--- config.mk ---
export PLATFORM = sky130hd
export DESIGN_NAME = numeric_string_recognizer_top
export DESIGN_NICKNAME = d
export VERILOG_FILES = /design/src/design/nsr_pkg.sv /design/src/design/numeric_string_recognizer_top.sv /design/src/design/nsr_scan.sv
export SDC_FILE = /design/constraint.sdc
export NUM_CORES = 1
export LEC_CHECK = 0
export BUFFER_PORTS_ARGS = -buffer_cell sky130_fd_sc_hd__buf_2
export CORE_MARGIN = 2
export CORE_UTILIZATION = 59
export CTS_CLUSTER_SIZE = 30
export DETAILED_ROUTE_END_ITERATION = 8
export PLACE_DENSITY = 0.83
export SYNTH_ARGS = -nofsm -noshare
export SYNTH_HDL_FRONTEND = slang
export SYNTH_SLANG_ARGS = --single-unit
--- constraint.sdc ---
create_clock -name clk -period 2.8 [get_ports clk]
set_input_delay 0.42 -clock clk [delete_from_list [all_inputs] [get_ports clk]]
set_output_delay 0.42 -clock clk [all_outputs]
set_load 0.05 [all_outputs]
--- src/design/nsr_pkg.sv ---
`timescale 1ns / 1ps
// ----------------------------------------------------------------------------
// nsr_pkg
// Types, character constants and the character decode for the numeric
// string recogniser.
// ----------------------------------------------------------------------------
package nsr_pkg;

	localparam int unsigned CharWidth = 8;

	typedef logic [CharWidth-1:0] char_t;

	// Character constants used by the recogniser.
	localparam char_t ChNul   = 8'h00;
	localparam char_t ChSpace = 8'h20;
	localparam char_t ChTab   = 8'h09;
	localparam char_t ChLf    = 8'h0A;
	localparam char_t ChCr    = 8'h0D;
	localparam char_t ChPlus  = 8'h2B;
	localparam char_t ChMinus = 8'h2D;
	localparam char_t ChPoint = 8'h2E;
	localparam char_t ChLowE  = 8'h65;
	localparam char_t ChUpE   = 8'h45;
	localparam char_t ChPct   = 8'h25;
	localparam char_t ChZero  = 8'h30;
	localparam char_t ChNine  = 8'h39;

	// Scan phase of the recogniser.
	typedef enum logic [3:0] {
		PH_LEAD   = 4'd0,
		PH_SIGN   = 4'd1,
		PH_INT    = 4'd2,
		PH_FRAC   = 4'd3,
		PH_EXP    = 4'd4,
		PH_ESIGN  = 4'd5,
		PH_EDIG   = 4'd6,
		PH_PCT    = 4'd7,
		PH_TRAIL  = 4'd8,
		PH_REJECT = 4'd9
	} phase_t;

	// Decoded class of one character.
	typedef struct packed {
		logic is_nul;
		logic is_space;
		logic is_sign;
		logic is_digit;
		logic is_point;
		logic is_exp;
		logic is_pct;
	} char_class_t;

	// Verdict for one completed string.
	typedef struct packed {
		logic is_numeric;
		logic has_percent;
	} verdict_t;

	// Sort one character into its classes.
	function automatic char_class_t classify(input char_t c);
		char_class_t k;
		k.is_nul   = (c == ChNul);
		k.is_space = (c == ChSpace) || (c == ChTab) || (c == ChLf) || (c == ChCr);
		k.is_sign  = (c == ChPlus) || (c == ChMinus);
		k.is_digit = c inside {[ChZero:ChNine]};
		k.is_point = (c == ChPoint);
		k.is_exp   = (c == ChLowE) || (c == ChUpE);
		k.is_pct   = (c == ChPct);
		return k;
	endfunction

endpackage

--- src/design/numeric_string_recognizer_top.sv ---
`timescale 1ns / 1ps
// ----------------------------------------------------------------------------
// numeric_string_recognizer_top
// Recognises decimal number literals one character word at a time.
// ----------------------------------------------------------------------------
// One character word is taken per cycle. Words land in an input register,
// where a small phase machine steps on them; a zero byte ends the
// string and puts one verdict word into the output register. The verdict is
// offered from the output register once its terminator steps the phase
// machine, and a new word is taken every cycle; the only stall is a
// terminator reaching a full output register whose verdict is not yet taken.
module numeric_string_recognizer_top (
	input  logic       clk,
	input  logic       arst_n,
	input  logic       in_valid,
	output logic       in_ready,
	input  logic [7:0] ch,
	output logic       out_valid,
	input  logic       out_ready,
	output logic       is_numeric,
	output logic       has_percent
);
	import nsr_pkg::*;

	logic     vld_s1;
	char_t    ch_s1;
	logic     out_free;
	logic     is_term;
	logic     step;
	verdict_t verdict;
	verdict_t verdict_q;
	logic     out_vld_q;

	// The stage advances unless a terminator meets a held verdict.
	assign out_free = !out_vld_q || out_ready;
	assign is_term  = (ch_s1 == ChNul);
	assign step     = vld_s1 && (!is_term || out_free);
	assign in_ready = !vld_s1 || step;

	// Input register.
	always_ff @(posedge clk or negedge arst_n) begin
		if (!arst_n) begin
			vld_s1 <= 1'b0;
		end else if (in_ready) begin
			vld_s1 <= in_valid;
		end
	end

	always_ff @(posedge clk) begin
		if (in_ready && in_valid) begin
			ch_s1 <= ch;
		end
	end

	nsr_scan u_scan (
		.clk     (clk),
		.arst_n  (arst_n),
		.step    (step),
		.ch      (ch_s1),
		.verdict (verdict)
	);

	// Output register for the verdict word.
	always_ff @(posedge clk or negedge arst_n) begin
		if (!arst_n) begin
			out_vld_q <= 1'b0;
		end else if (step && is_term) begin
			out_vld_q <= 1'b1;
		end else if (out_ready) begin
			out_vld_q <= 1'b0;
		end
	end

	always_ff @(posedge clk) begin
		if (step && is_term) begin
			verdict_q <= verdict;
		end
	end

	assign out_valid   = out_vld_q;
	assign is_numeric  = verdict_q.is_numeric;
	assign has_percent = verdict_q.has_percent;

endmodule

--- src/design/nsr_scan.sv ---
`timescale 1ns / 1ps
// ----------------------------------------------------------------------------
// nsr_scan
// Holds the scan phase and percent flag, and works out the next phase and
// the verdict for one character combinationally.
// ----------------------------------------------------------------------------
module nsr_scan (
	input  logic             clk,
	input  logic             arst_n,
	input  logic             step,
	input  nsr_pkg::char_t   ch,
	output nsr_pkg::verdict_t verdict
);
	import nsr_pkg::*;

	phase_t      phase_q;
	logic        percent_q;
	phase_t      phase_d;
	logic        percent_d;
	char_class_t k;

	assign k = classify(ch);

	// Next phase for a non-terminating character.
	always_comb begin
		phase_d = PH_REJECT;
		case (phase_q)
			PH_LEAD: begin
				if (k.is_space)      phase_d = PH_LEAD;
				else if (k.is_sign)  phase_d = PH_SIGN;
				else if (k.is_digit) phase_d = PH_INT;
			end
			PH_SIGN: begin
				if (k.is_digit) phase_d = PH_INT;
			end
			PH_INT: begin
				if (k.is_digit)      phase_d = PH_INT;
				else if (k.is_point) phase_d = PH_FRAC;
				else if (k.is_exp)   phase_d = PH_EXP;
				else if (k.is_pct)   phase_d = PH_PCT;
				else if (k.is_space) phase_d = PH_TRAIL;
			end
			PH_FRAC: begin
				if (k.is_digit)      phase_d = PH_FRAC;
				else if (k.is_exp)   phase_d = PH_EXP;
				else if (k.is_pct)   phase_d = PH_PCT;
				else if (k.is_space) phase_d = PH_TRAIL;
			end
			PH_EXP: begin
				if (k.is_sign)       phase_d = PH_ESIGN;
				else if (k.is_digit) phase_d = PH_EDIG;
			end
			PH_ESIGN: begin
				if (k.is_digit) phase_d = PH_EDIG;
			end
			PH_EDIG: begin
				if (k.is_digit)      phase_d = PH_EDIG;
				else if (k.is_pct)   phase_d = PH_PCT;
				else if (k.is_space) phase_d = PH_TRAIL;
			end
			PH_PCT, PH_TRAIL: begin
				if (k.is_space) phase_d = PH_TRAIL;
			end
			default: begin
				phase_d = PH_REJECT;
			end
		endcase
		percent_d = percent_q || (phase_d == PH_PCT);
	end

	// Verdict as seen at the terminator.
	always_comb begin
		verdict.is_numeric  = (phase_q == PH_INT) || (phase_q == PH_FRAC) ||
			(phase_q == PH_EDIG) || (phase_q == PH_PCT) || (phase_q == PH_TRAIL);
		verdict.has_percent = verdict.is_numeric && percent_q;
	end

	// State update; the terminator rearms for the next string.
	always_ff @(posedge clk or negedge arst_n) begin
		if (!arst_n) begin
			phase_q   <= PH_LEAD;
			percent_q <= 1'b0;
		end else if (step) begin
			if (k.is_nul) begin
				phase_q   <= PH_LEAD;
				percent_q <= 1'b0;
			end else begin
				phase_q   <= phase_d;
				percent_q <= percent_d;
			end
		end
	end

endmodule
### Word-level counts from Yosys, hierarchy flattened

Index checks and enable logic that the tools add are counted.
W data, S select, Z words.

* flip-flop bits (word level): 17
* bits in latches: 0
* RAM bits: 0
* bits in read-only memories: 0
* input bits: 12
* output and inout port bits: 4
* memories kept: 0

* $add $sub $neg: 0
* $mul: 0
* div/mod/pow operators: 0
* magnitude comparators: 2
* equality and inequality tests: 19
* shift-type cells: 0
* multiplexer cells: 17
* bitwise gates (word level): 0
* reductions and logical operators: 25

Operator list (number)
* $mux W4: 12
* $eq A8 B6 Y1 const B: 5
* $pmux W4 S8: 1
* $eq A8 B4 Y1 const B: 3
* $eq A4 B3 Y1 const B: 5
* $eq A8 B7 Y1 const B: 2
* $logic_or A1 B1 Y1: 13
* $eq A4 B2 Y1 const B: 2
* $ge A8 B6 Y1 const B: 1
* $le A8 B6 Y1 const B: 1
* $logic_not A8 Y1: 1
* $logic_and A1 B1 Y1: 5
* $eq A4 B1 Y1 const B: 1
* $eq A4 B4 Y1 const B: 1
* $logic_not A4 Y1: 1
* $mux W1: 4
* $logic_not A1 Y1: 3
* $reduce_bool A2 Y1: 1
* $reduce_or A2 Y1: 1

### Longest topological paths before layout

* depth after elaboration: 13
* mapped depth: 6

### Hierarchy

A second synthesis with hierarchy kept.

* cell total of the unflattened synthesis: 99
* area total of the unflattened synthesis: 1057.3 um^2

By module, submodules not included
* nsr_scan: times used 1, cells an instance 76, area each 618.1 um^2
* numeric_string_recognizer_top: times used 1, cells an instance 23, area each 439.2 um^2

### Worst setup path after synthesis

OpenSTA, ideal clock, no wires.

* path kind: reg-to-output
* start: register ch_s1[4]
* end: output port in_ready
* data arrival time: 1399 ps
* data required time: 2380 ps
* slack: 981 ps
* stages on the path, launching flop included: 7
* path buffers: 1
* cells stage by stage: edfxtp_1 buf_6 nor3_1 and3_1 nand2_1 nor2_1 inv_1

* longest elaborated chain between the ends: 5

Ends and longest elaborated chain
* from (decl): line numeric_string_recognizer_top.sv:26 `char_t ch_s1;`
* from (signal assigned): line numeric_string_recognizer_top.sv:51 `ch_s1 <= ch;`
* $logic_not A8 Y1: line numeric_string_recognizer_top.sv:36 `assign is_term = (ch_s1 == ChNul);`
* $logic_not A1 Y1: line numeric_string_recognizer_top.sv:37 `assign step = vld_s1 && (!is_term || out_free);`
* $logic_or A1 B1 Y1: line numeric_string_recognizer_top.sv:37
* $logic_and A1 B1 Y1: line numeric_string_recognizer_top.sv:37
* $logic_or A1 B1 Y1: line numeric_string_recognizer_top.sv:38 `assign in_ready = !vld_s1 || step;`
* to (decl): line numeric_string_recognizer_top.sv:16 `output logic in_ready,`

Every way passes these cells.

### Worst setup path in the final report

Ends and elaborated chain as after synthesis.

==> flow_summary_export.csv <==
group,metric,value,unit
synth,syn_inst,103,
worst_setup_path,end_kind,"output port",
sta,relSlewSlack,60.1,%
clock_network,cts_made_buffers,3,
synth,post_synth.cell_area_avg,9.96,µm²
drt,wl,1820,µm
final_layout,synthToLayoutAreaGrowth,9.39,%
floorplan,die_x,45.7,µm
floorplan,die_area,0.00209,mm²
worst_setup_path,critical_path.top_delay_family,"simple AND/OR/NAND/NOR gates",
clock_network,clockBufferDepth,2,
floorplan,die_h,45.7,µm
power_and_ir_drop,leakage,0.425,nW
drt,ant_nets,0,
worst_setup_path,path_buf_inv,2,
final_layout,finalNetCount,131,
worst_setup_path,crit_type,"reg -> out",
power_and_ir_drop,vdd_drop_max,0.336,mV
synth,synth_area,0.00103,mm²
synth,yosysSeqAreaShare,46.3,%
worst_setup_path,cp_slowest_cell,"edfxtp_1",
sta,finalSetupTns,0,ps
grt,grt_antenna_before_repair,0,
clock_network,clk_pin_slew_worst_paths,90,ps
drt,wl_per_cell,13.5,µm
synth,synth_ff_type,"edfxtp_1",
sta,clock.fmax,423,MHz
synth,synth_top_area_share,29.3,%
synth,synth-compound-area-share,16.8,%
final_layout,drive_gt1_share,23.7,%
grt,grt.overflow.total,0,
sta,rsz0062_at_grt,"false",
sta,whs,301,ps
worst_setup_path,cp.required,2380,ps
synth,synth-edff-count,10,
synth,yosys-top-cells-area,"edfxtp_1, dfrtp_1, nand2_1",
drt,dr.pass1.iters,5,
sta,finalCritPeriodShare,84.4,%
final_layout,n_antenna_cell,0,
clock_network,postCtsResizedCells,0,
grt,grt_max_degree,12,
synth,synth_common_cells,"nand2_1, edfxtp_1, nor2_1",
worst_hold_path,min_path_type,"in -> reg",
sta,setup_viol,0,
worst_setup_path,crit_chain,"nor3_1 > and3_1 > nand2_1 > nor2_1 > inv_1 > buf_2",
synth,synth_area_leader_cell,"edfxtp_1",
grt,grtUsageTotal,19.6,%
worst_setup_path,critPathMaxStageDelay,530,ps
floorplan,rows,15,
synth,synth_most_common_cell,"nand2_1",
drt,drt-vias-per-instance,6.07,
synth,syn_nets,115,
synth,async_reset_ff_share,41.2,%
drt,first_iter_violations,22,
clock_network,cts_tree,"built",
grt,grt_pass1_vias,668,
synth,synth_xor_area_share,0.854,%
worst_setup_path,cp.arrival,1940,ps
synth,synth_seq_cells,17,
sta,fin_skew,5.97,ps
drt,vias,820,
synth,synth_warnings,0,
worst_setup_path,crit_fanout,7,
drt,drc,0,
sta,finalHoldViolCount,0,
clock_network,clkSinkCount,17,
synth,synth-adder-area-share,0,%
floorplan,start_util,60.7,%
placed_design,hpwl,1370,µm
synth,synthSimpleGateAreaFrac,29.1,%
worst_setup_path,start_kind,"flop",
synth,synth_top_family_by_area,"simple AND/OR/NAND/NOR gates",
clock_network,clk_latency,290,ps
synth,yosysUniqueCellTypes,41,
flow_run,max-cap-violations,0,
clock_network,root_buffer,"clkbuf_4",
floorplan,coreArea,0.00169,mm²
clock_network,htreeDepth,1,
placed_design,portBuffers,15,
outcome,status,"complete, no violations",
sta,tightest_slew,597,ps
floorplan,ioPinCount,16,
grt,grt_pass1_wl,2880,µm
sta,post-route-min-period,2360,ps
synth,synthMuxAreaShare,2.20,%
sta,slew_viol_final,0,
placed_design,place.gp.congestion,0.840,
power_and_ir_drop,p_per_area,434,mW/mm²
## cells by family (layout without fill, tap and decap cells)
group / count (synthesis) / in the layout
AOI/OAI and AO/OA: 23 / 23
DFF: 17 / 17
xor gates and xnor gates: 1 / 1
muxes: 1 / 1
buffers and inverters: 8 / 23
and+or+nand+nor: 53 / 53
## cells in the final DEF, fill, tap and decap left out, types with 2 or more instances in the layout
cell type and n:
o21ai_0 5, and4bb_2 2, o2111ai_1 2, nand2b_1 2, o211ai_1 2, inv_1 3
nor3_1 5, clkbuf_4 3, edfxtp_1 10, o22ai_1 2, buf_2 15, a31oi_1 2
a21o_1 2, nand3_1 3, nor3b_1 2, nand4_1 2, dfrtp_1 7, nor2_1 9
nand2_1 17
## state kept, by name, summed over array words and instances (netlist names)
| register | flops |
|---|---|
| u_scan.percent_q | 1 |
| has_percent | 1 |
| is_numeric | 1 |
| ch_s1 | 8 |
| u_scan.phase_q | 4 |
| vld_s1 | 1 |
| out_valid | 1 |
## final timing paths
kind | start | to | slack (ps) | depth (start not counted)
setup / recovery | ch_s1[4]$_DFFE_PP_ | in_ready | 440 | 6
hold / removal | ch[0] | ch_s1[0]$_DFFE_PP_ | 300 | 1
setup reg to reg | ch_s1[4]$_DFFE_PP_ | ch_s1[4]$_DFFE_PP_ | 970 | 5
hold reg to reg | u_scan.percent_q$_DFFE_PN0P_ | u_scan.percent_q$_DFFE_PN0P_ | 490 | 2
max in group asynchronous | arst_n | u_scan.phase_q[2]$_DFFE_PN0P_ | 2150 | 2
min in group asynchronous | arst_n | u_scan.phase_q[3]$_DFFE_PN0P_ | 490 | 2
## final cells by class
type | instances | area [µm²]
Fill cell | 140 | 567
Inverter | 3 | 11.3
Tap cell | 17 | 21.3
Timing Repair Buffer | 16 | 85.1
Clock buffer | 4 | 26.3
Multi-Input combinational cell | 78 | 503
Sequential cell | 17 | 475
## power by group
group	switching, mW	internal [mW]
Combinational	0.0278	0.0285
Clock	0.0700	0.0554
Sequential	0.0251	0.281
Total	0.123	0.365
## through the flow
step	setup slack [ps]	total power [mW]	instance area (µm²)	cells	utilization [%]
after floorplan	981	0.351	1030	103	-
after global placement	803	0.362	1090	130	64.3
after detailed placement	769	0.365	1090	130	64.3
after CTS	427	0.490	1120	135	66.4
after global routing	240	0.511	1120	135	66.4
final	437	0.488	1120	135	66.4
## per-layer routing
metal | GRT usage [%] | wire, µm | vias up
li1 | - | - | 418
met1 | 25.7 | 825 | 366
met2 | 30.7 | 859 | 31
met3 | 4.76 | 101 | 5
met4 | 8.57 | 31 | 0
met5 | 0 | 0 | -
## repair_timing
action                                 CTS  global route
hold buffers                             1             0
buffers inserted                         0             0
endpoints found under the hold margin    7             0
Note: power is estimated with default switching activity, not from simulation.
